===== config.mk =====
export PLATFORM = sky130hd
export DESIGN_NAME = aes128_ctrl
export DESIGN_NICKNAME = d
export VERILOG_FILES = /design/src/hdl/aes128_pkg.sv /design/src/hdl/aes128_ctrl.sv
export SDC_FILE = /design/constraint.sdc
export NUM_CORES = 1
export LEC_CHECK = 0
export ABC_AREA = 1
export BUFFER_PORTS_ARGS = -buffer_cell sky130_fd_sc_hd__buf_2
export CAP_MARGIN = 10
export CORE_MARGIN = 2
export CORE_UTILIZATION = 40
export CTS_CLUSTER_DIAMETER = 80
export CTS_CLUSTER_SIZE = 25
export DETAILED_ROUTE_END_ITERATION = 6
export SLEW_MARGIN = 20
export SYNTH_ARGS = -nofsm -noshare
export SYNTH_HDL_FRONTEND = slang
export SYNTH_SLANG_ARGS = --single-unit
export TNS_END_PERCENT = 1

===== constraint.sdc =====
create_clock -name clk_i -period 2.55 [get_ports clk_i]
set_input_delay 0.51 -clock clk_i [delete_from_list [all_inputs] [get_ports clk_i]]
set_output_delay 0.51 -clock clk_i [all_outputs]
set_load 0.005 [all_outputs]

===== src/hdl/aes128_pkg.sv =====
package aes128_pkg;

  localparam int unsigned Rounds  = 10;
  localparam int unsigned RndW    = $clog2(Rounds + 1);
  localparam int unsigned CfgIdxW = 2;

  typedef enum logic [CfgIdxW-1:0] {
    REG_KEY_HIGH = 2'd0,
    REG_KEY_LOW  = 2'd1
  } cfg_reg_e;

  typedef struct packed {
    logic        kind;
    logic [63:0] block_high;
    logic [63:0] block_low;
  } in_item_t;

  typedef struct packed {
    logic [63:0] result_high;
    logic [63:0] result_low;
  } out_item_t;

  // controller to datapath
  typedef struct packed {
    logic            key_load;
    logic            key_step;
    logic [RndW-1:0] key_idx;
    logic            blk_load;
    logic            round_en;
    logic            round_last;
    logic [RndW-1:0] round_num;
  } ctrl_cmd_t;

  typedef logic [255:0][7:0] sbox_t;

  localparam logic [7:0] RCON [Rounds+1] = '{
    8'h8d, 8'h01, 8'h02, 8'h04, 8'h08, 8'h10, 8'h20, 8'h40, 8'h80, 8'h1b, 8'h36
  };

  // byte i sits at row (i % 4), column (i / 4); fwd shift takes s[i] from s[map[i]]
  localparam logic [3:0] SHIFT_MAP [16] = '{
    4'd0, 4'd5, 4'd10, 4'd15, 4'd4, 4'd9, 4'd14, 4'd3,
    4'd8, 4'd13, 4'd2, 4'd7, 4'd12, 4'd1, 4'd6, 4'd11
  };

  function automatic logic [7:0] xtime(logic [7:0] a);
    return {a[6:0], 1'b0} ^ (a[7] ? 8'h1b : 8'h00);
  endfunction

  // used only while building the tables
  function automatic logic [7:0] gf_mul(logic [7:0] a, logic [7:0] b);
    logic [7:0] p;
    logic [7:0] x;
    p = 8'h00;
    x = a;
    for (int i = 0; i < 8; i++) begin
      if (b[i]) p = p ^ x;
      x = xtime(x);
    end
    return p;
  endfunction

  function automatic logic [7:0] gf_inv(logic [7:0] x);
    logic [7:0] sq;
    logic [7:0] r;
    sq = x;
    r  = 8'h01;
    for (int k = 1; k < 8; k++) begin
      sq = gf_mul(sq, sq);
      r  = gf_mul(r, sq);
    end
    return r;
  endfunction

  function automatic logic [7:0] rotl8(logic [7:0] v, int unsigned n);
    return (v << n) | (v >> (8 - n));
  endfunction

  function automatic sbox_t gen_sbox();
    sbox_t      t;
    logic [7:0] b;
    for (int x = 0; x < 256; x++) begin
      b = gf_inv(x[7:0]);
      t[x] = b ^ rotl8(b, 1) ^ rotl8(b, 2) ^ rotl8(b, 3) ^ rotl8(b, 4) ^ 8'h63;
    end
    return t;
  endfunction

  function automatic sbox_t gen_inv_sbox();
    sbox_t      t;
    logic [7:0] b;
    for (int x = 0; x < 256; x++) begin
      b = rotl8(x[7:0], 1) ^ rotl8(x[7:0], 3) ^ rotl8(x[7:0], 6) ^ 8'h05;
      t[x] = gf_inv(b);
    end
    return t;
  endfunction

  localparam sbox_t SBOX     = gen_sbox();
  localparam sbox_t INV_SBOX = gen_inv_sbox();

  function automatic logic [7:0] get_byte(logic [127:0] s, int unsigned i);
    return s[127-8*i -: 8];
  endfunction

  function automatic logic [127:0] sub_fwd(logic [127:0] s);
    logic [127:0] r;
    for (int i = 0; i < 16; i++) r[127-8*i -: 8] = SBOX[get_byte(s, i)];
    return r;
  endfunction

  function automatic logic [127:0] sub_inv(logic [127:0] s);
    logic [127:0] r;
    for (int i = 0; i < 16; i++) r[127-8*i -: 8] = INV_SBOX[get_byte(s, i)];
    return r;
  endfunction

  function automatic logic [127:0] shift_fwd(logic [127:0] s);
    logic [127:0] r;
    for (int i = 0; i < 16; i++) r[127-8*i -: 8] = get_byte(s, SHIFT_MAP[i]);
    return r;
  endfunction

  function automatic logic [127:0] shift_back(logic [127:0] s);
    logic [127:0] r;
    for (int i = 0; i < 16; i++) r[127-8*SHIFT_MAP[i] -: 8] = get_byte(s, i);
    return r;
  endfunction

  function automatic logic [31:0] mix_col(logic [31:0] c);
    logic [7:0] a0, a1, a2, a3;
    a0 = c[31:24];
    a1 = c[23:16];
    a2 = c[15:8];
    a3 = c[7:0];
    return {xtime(a0) ^ xtime(a1) ^ a1 ^ a2 ^ a3,
            a0 ^ xtime(a1) ^ xtime(a2) ^ a2 ^ a3,
            a0 ^ a1 ^ xtime(a2) ^ xtime(a3) ^ a3,
            xtime(a0) ^ a0 ^ a1 ^ a2 ^ xtime(a3)};
  endfunction

  // multiples 9, 11, 13, 14 of one byte, built from doublings
  function automatic logic [31:0] mul_set(logic [7:0] a);
    logic [7:0] m2, m4, m8;
    m2 = xtime(a);
    m4 = xtime(m2);
    m8 = xtime(m4);
    return {m8 ^ a, m8 ^ m2 ^ a, m8 ^ m4 ^ a, m8 ^ m4 ^ m2};
  endfunction

  function automatic logic [31:0] inv_mix_col(logic [31:0] c);
    logic [31:0] p0, p1, p2, p3;
    // fields: [31:24] x9, [23:16] x11, [15:8] x13, [7:0] x14
    p0 = mul_set(c[31:24]);
    p1 = mul_set(c[23:16]);
    p2 = mul_set(c[15:8]);
    p3 = mul_set(c[7:0]);
    return {p0[7:0] ^ p1[23:16] ^ p2[15:8] ^ p3[31:24],
            p0[31:24] ^ p1[7:0] ^ p2[23:16] ^ p3[15:8],
            p0[15:8] ^ p1[31:24] ^ p2[7:0] ^ p3[23:16],
            p0[23:16] ^ p1[15:8] ^ p2[31:24] ^ p3[7:0]};
  endfunction

  function automatic logic [127:0] mix_fwd(logic [127:0] s);
    logic [127:0] r;
    for (int c = 0; c < 4; c++) r[127-32*c -: 32] = mix_col(s[127-32*c -: 32]);
    return r;
  endfunction

  function automatic logic [127:0] mix_back(logic [127:0] s);
    logic [127:0] r;
    for (int c = 0; c < 4; c++) r[127-32*c -: 32] = inv_mix_col(s[127-32*c -: 32]);
    return r;
  endfunction

  // one step of the key schedule
  function automatic logic [127:0] key_next(logic [127:0] k, logic [7:0] rc);
    logic [31:0] t;
    logic [31:0] w0, w1, w2, w3;
    t  = {SBOX[k[23:16]] ^ rc, SBOX[k[15:8]], SBOX[k[7:0]], SBOX[k[31:24]]};
    w0 = k[127:96] ^ t;
    w1 = k[95:64] ^ w0;
    w2 = k[63:32] ^ w1;
    w3 = k[31:0] ^ w2;
    return {w0, w1, w2, w3};
  endfunction

endpackage


===== src/hdl/aes128_ctrl.sv =====
module aes128_ctrl import aes128_pkg::*; (
  input  logic      clk_i,
  input  logic      rst_ni,
  input  logic      start_i,
  input  logic      key_wr_i,
  output logic      busy_o,
  output logic      done_o,
  output ctrl_cmd_t cmd_o
);

  typedef enum logic [1:0] {
    ST_EXPAND,
    ST_IDLE,
    ST_RUN
  } state_e;

  state_e          state_q;
  logic [RndW-1:0] cnt_q;
  logic            rekey_q;
  logic            busy_q;
  logic            done_q;

  localparam logic [RndW-1:0] LastRnd = RndW'(Rounds);

  // command decode
  always_comb begin
    cmd_o            = '0;
    cmd_o.key_idx    = cnt_q;
    cmd_o.round_num  = cnt_q;
    cmd_o.round_last = (cnt_q == LastRnd);
    case (state_q)
      ST_EXPAND: begin
        cmd_o.key_load = (cnt_q == '0);
        cmd_o.key_step = (cnt_q != '0);
      end
      ST_IDLE:   cmd_o.blk_load = start_i;
      ST_RUN:    cmd_o.round_en = 1'b1;
      default:   cmd_o = '0;
    endcase
  end

  // state, round counter and registered status
  always_ff @(posedge clk_i or negedge rst_ni) begin
    if (!rst_ni) begin
      state_q <= ST_EXPAND;
      cnt_q   <= '0;
      rekey_q <= 1'b0;
      busy_q  <= 1'b1;
      done_q  <= 1'b0;
    end else begin
      done_q <= 1'b0;
      case (state_q)
        ST_EXPAND: begin
          if (key_wr_i) begin
            cnt_q <= '0;
          end else if (cnt_q == LastRnd) begin
            state_q <= ST_IDLE;
            busy_q  <= 1'b0;
          end else begin
            cnt_q <= cnt_q + 1'b1;
          end
        end
        ST_IDLE: begin
          if (start_i) begin
            state_q <= ST_RUN;
            cnt_q   <= RndW'(1);
            busy_q  <= 1'b1;
            rekey_q <= key_wr_i;
          end else if (key_wr_i) begin
            state_q <= ST_EXPAND;
            cnt_q   <= '0;
            busy_q  <= 1'b1;
          end
        end
        ST_RUN: begin
          if (cnt_q == LastRnd) begin
            done_q <= 1'b1;
            cnt_q  <= '0;
            if (rekey_q || key_wr_i) begin
              state_q <= ST_EXPAND;
              rekey_q <= 1'b0;
            end else begin
              state_q <= ST_IDLE;
              busy_q  <= 1'b0;
            end
          end else begin
            cnt_q <= cnt_q + 1'b1;
            if (key_wr_i) rekey_q <= 1'b1;
          end
        end
        default: begin
          state_q <= ST_EXPAND;
          cnt_q   <= '0;
          busy_q  <= 1'b1;
        end
      endcase
    end
  end

  assign busy_o = busy_q;
  assign done_o = done_q;

endmodule


After elaboration in Yosys (flattened, before gate mapping)

Cells that the tools add are included.

Bits in registers: 9
Bits of input ports: 4
Output and inout bits: 15
Logic and storage cells: 59

Add/sub/neg operators: 1
Eq/ne operators: 12
Mux-type cells: 31
Reductions and logical operators: 10

Operators by type and width:

| cell                                                | number |
|---|---|
| 2-to-1 mux 4 bit                                    | 6 |
| 2-to-1 mux 1 bit                                    | 14 |
| 2-to-1 mux 2 bit                                    | 6 |
| inequality test 3 bit, second input constant        | 4 |
| one-hot mux 4 bit (3 select lines)                  | 1 |
| inequality test 2 bit, second input constant        | 5 |
| AND reduction 4 bit                                 | 2 |
| one-hot mux 2 bit (3 select lines)                  | 1 |
| 2-to-1 mux 5 bit                                    | 1 |
| AND reduction 5 bit                                 | 1 |
| adder 4 x 1 -> 4 bit, second input constant         | 1 |
| equality test 4 bit, second input constant          | 1 |
| logical NOT 4 bit                                   | 1 |
| nonzero test 4 bit                                  | 1 |
| one-hot mux 1 bit (3 select lines)                  | 1 |
| OR reduction 3 bit                                  | 1 |
| equality test 2 x 1 -> 1 bit, second input constant | 1 |
| equality test 2 bit, second input constant          | 1 |
| logical NOT 2 bit                                   | 1 |
| one-hot mux 1 bit (2 select lines)                  | 1 |
| AND reduction 2 bit                                 | 1 |
| nonzero test 2 bit                                  | 1 |
| logical OR 1 bit                                    | 1 |

Logic depth before layout (Yosys ltp)

Word-level depth: 4
Depth in mapped cells: 8
Gate-level depth less buffers: 8

Worst setup path before layout

OpenSTA, ideal clock, no wires.

Path type: register to output
Start: reg cnt_q[0]
End: out cmd_o[4] (netlist name)
Data arrival time: 0.963 ns
Required time: 2.040 ns
Path slack: 1.077 ns
Cell stages (with the launch flop): 5
Buffers on the path: 0
Cell sequence: dfrtp_1 > inv_1 > ha_1 > nand3_2 > nor2_1

RTL lines:

| element                | line              | text |
|---|---|---|
| from (decl)            | aes128_ctrl.sv:18 | `logic [RndW-1:0] cnt_q;` |
| from (signal assigned) | aes128_ctrl.sv:60 | `cnt_q <= cnt_q + 1'b1;` |
| from (signal assigned) | aes128_ctrl.sv:66 | `cnt_q <= RndW'(1);` |
| from (signal assigned) | aes128_ctrl.sv:87 | `cnt_q <= cnt_q + 1'b1;` |
| to (decl)              | aes128_ctrl.sv:8  | `output ctrl_cmd_t cmd_o` |

==> results.toml <==
[floorplanning]
fp.dieH_um = 44.8
coreArea_um2 = 1540
dieArea_um2 = 2010
die_x_um = 44.8
initial_core_util_pct = 43.2
rows = 14
io_pins = 19

[placement]
hpwlAfterDp_um = 1030
dp.cells = 124
place_congestion = 0.839
portBuffers = 18
place_area_um2 = 746
dp_slack_ns = 0.894

[timing]
final_max_slew_viol_count = 0
setup_ws_ns = 0.625
worst_pin_slew_ns = 0.248
min_period_ns = 1.92
holdWs_ns = 0.0911
setup_viol_count_final = 0
rsz0062_at_grt = "false"
period_share_pct = 75.5
slew-limit-headroom_pct = 83.5
finClkSkew_ns = 0.00978
max_freq_mhz = 520
fin_tns_setup_ns = 0
hold_viol = 0

[global_route]
grt_use_total_pct = 15.2
grt_overflow = 0
antenna_found_initial = 0
grt_start_max_net_pins = 10
grt_pass1_vias = 562
grt_pass1_wl_um = 2270

[detailed_routing]
drt_wl_total_um = 1280
vias = 611
wire_per_inst_um = 9.97
drcViolationCount = 0
drtIter0Drc = 3
ant_nets = 0
viasPerCell = 4.77
first_pass_iters = 3

[critical_path]
path_class = "reg2out"
cp_max_fo = 8
start_kind = "register"
endpoint_kind = "primary output"
required_ns = 2.04
crit_arrival_ns = 1.41
reg2regPathDepth = 7

[clocking]
post_cts_buffers = 0
numCtsBuffers = 3
worstSkewPairLatency_ns = 0.25
cts_resized = 0
cts_root_buf = "clkbuf_4"
clockBufferDepth = 2
cts_max_level = 1
clk_pin_slew_ns = 0.06
cts_hold_buffers = 0
cts_tree = "done"
clock_sinks = 9

[power]
power_density_nw_per_um2 = 771
total_leakage_power_nw = 0.504
ir_drop_mv = 0.342
power_mw = 0.595

[yosys]
yosysWarnings = 0
syn_area_per_cell_um2 = 7.08
synth_cells = 94
synth_seq_cells = 9
synth.distinct_cells = 19
synth_nets = 101
yosysSeqAreaShare_pct = 34.0
synthesis.area_um2 = 666

[layout]
syn_to_final_growth_pct = 16.0
final_cells = 128
drive_gt1_share_pct = 34.8
num_antenna_cells = 0
final_area_um2 = 772
final_util_pct = 50.1
nNetsFinal = 120

[job]
cap_viol_max_count = 0

[run_status]
status = "finished clean"

[worst_hold_path]
min_path_type = "in2async"
[area by class of cell]
| type | count | area, um^2 |
|---|---|---|
| multi-input combinational | 67 | 357 |
| inverter | 14 | 52.6 |
| sequential | 9 | 226 |
| timing repair buffer | 18 | 90.1 |
| fill | 164 | 769 |
| clock buffer | 4 | 26.3 |
| tap | 16 | 20.0 |
[sequential cells by signal, indices dropped and copies added (netlist names)]
name	count
busy_o	1
done_o	1
state_q	2
cnt_q	4
rekey_q	1
[logic make-up after synthesis]
kind of cell               count (synthesis)  synth area share (%)
and+or+nand+nor                           59                  42.9
adders and majority gates                  3                  5.64
buffers and inverters                     18                  12.4
AOI/OAI and AO/OA                          5                  5.08
DFF                                        9                  34.0
[final timing paths]
path	from	endpoint	slack [ns]
setup / recovery	cnt_q[0]$_DFFE_PN0P_	cmd_o[4]	0.63
hold / removal	rst_ni	rekey_q$_DFFE_PN0P_	0.09
setup reg to reg	cnt_q[0]$_DFFE_PN0P_	busy_o$_DFFE_PN1P_	1.14
hold reg to reg	busy_o$_DFFE_PN1P_	busy_o$_DFFE_PN1P_	0.50
max in group asynchronous	rst_ni	busy_o$_DFFE_PN1P_	2.22
min in group clk_i	busy_o$_DFFE_PN1P_	busy_o$_DFFE_PN1P_	0.50
[worst max-delay path, stage by stage, from the launching register on]
cell and delay (ns):
dfrtp_1 0.41, inv_1 0.15, ha_1 0.18, nand3_2 0.18
nor2_1 0.12, buf_2 0.12
[cell usage after synthesis]
master   instances  area [um^2]
a21oi_2          1         8.76
nand2_4          2         22.5
nand2_2          2         12.5
nand2_1         26         97.6
nand4_1          2         12.5
nor2_1          13         48.8
buf_4            4         30.0
o21ai_2          1         8.76
nor2_4           2         22.5
nor2_2           3         18.8
o21ai_0          2         10.0
inv_2            5         18.8
nand3_1          8         40.0
dfrtp_1          8          200
nand3_2          1         10.0
inv_1            9         33.8
dfstp_2          1         26.3
ha_1             3         37.5
a31oi_1          1         6.26
[per-layer routing]
layer	routed length (um)	vias to the layer above	GRT usage [%]	share of wire, %
met2	540	13	22.6	42
met1	660	271	20.9	52
met5	0	-	0	0
met3	65	2	2.40	5.1
met4	10	0	8.82	0.78
li1	-	325	-	-
[placed cells by master (no fill, tap or decap), drive strengths merged]
cell type   n
a21oi       1
a31oi       1
buf        18
clkbuf      4
dfrtp       8
dfstp       1
ha          3
inv        14
nand2      30
nand3       9
nand4       2
nor2       18
o21ai       3
[power by group]
group | leakage, nW | total, mW | switching [mW] | internal [mW]
Clock | 0.0150 | 0.104 | 0.0441 | 0.0600
Sequential | 0.115 | 0.217 | 0.0425 | 0.174
Combinational | 0.373 | 0.274 | 0.152 | 0.122
Total | 0.504 | 0.595 | 0.239 | 0.356
No activity file was read; power rests on OpenSTA's default activity.
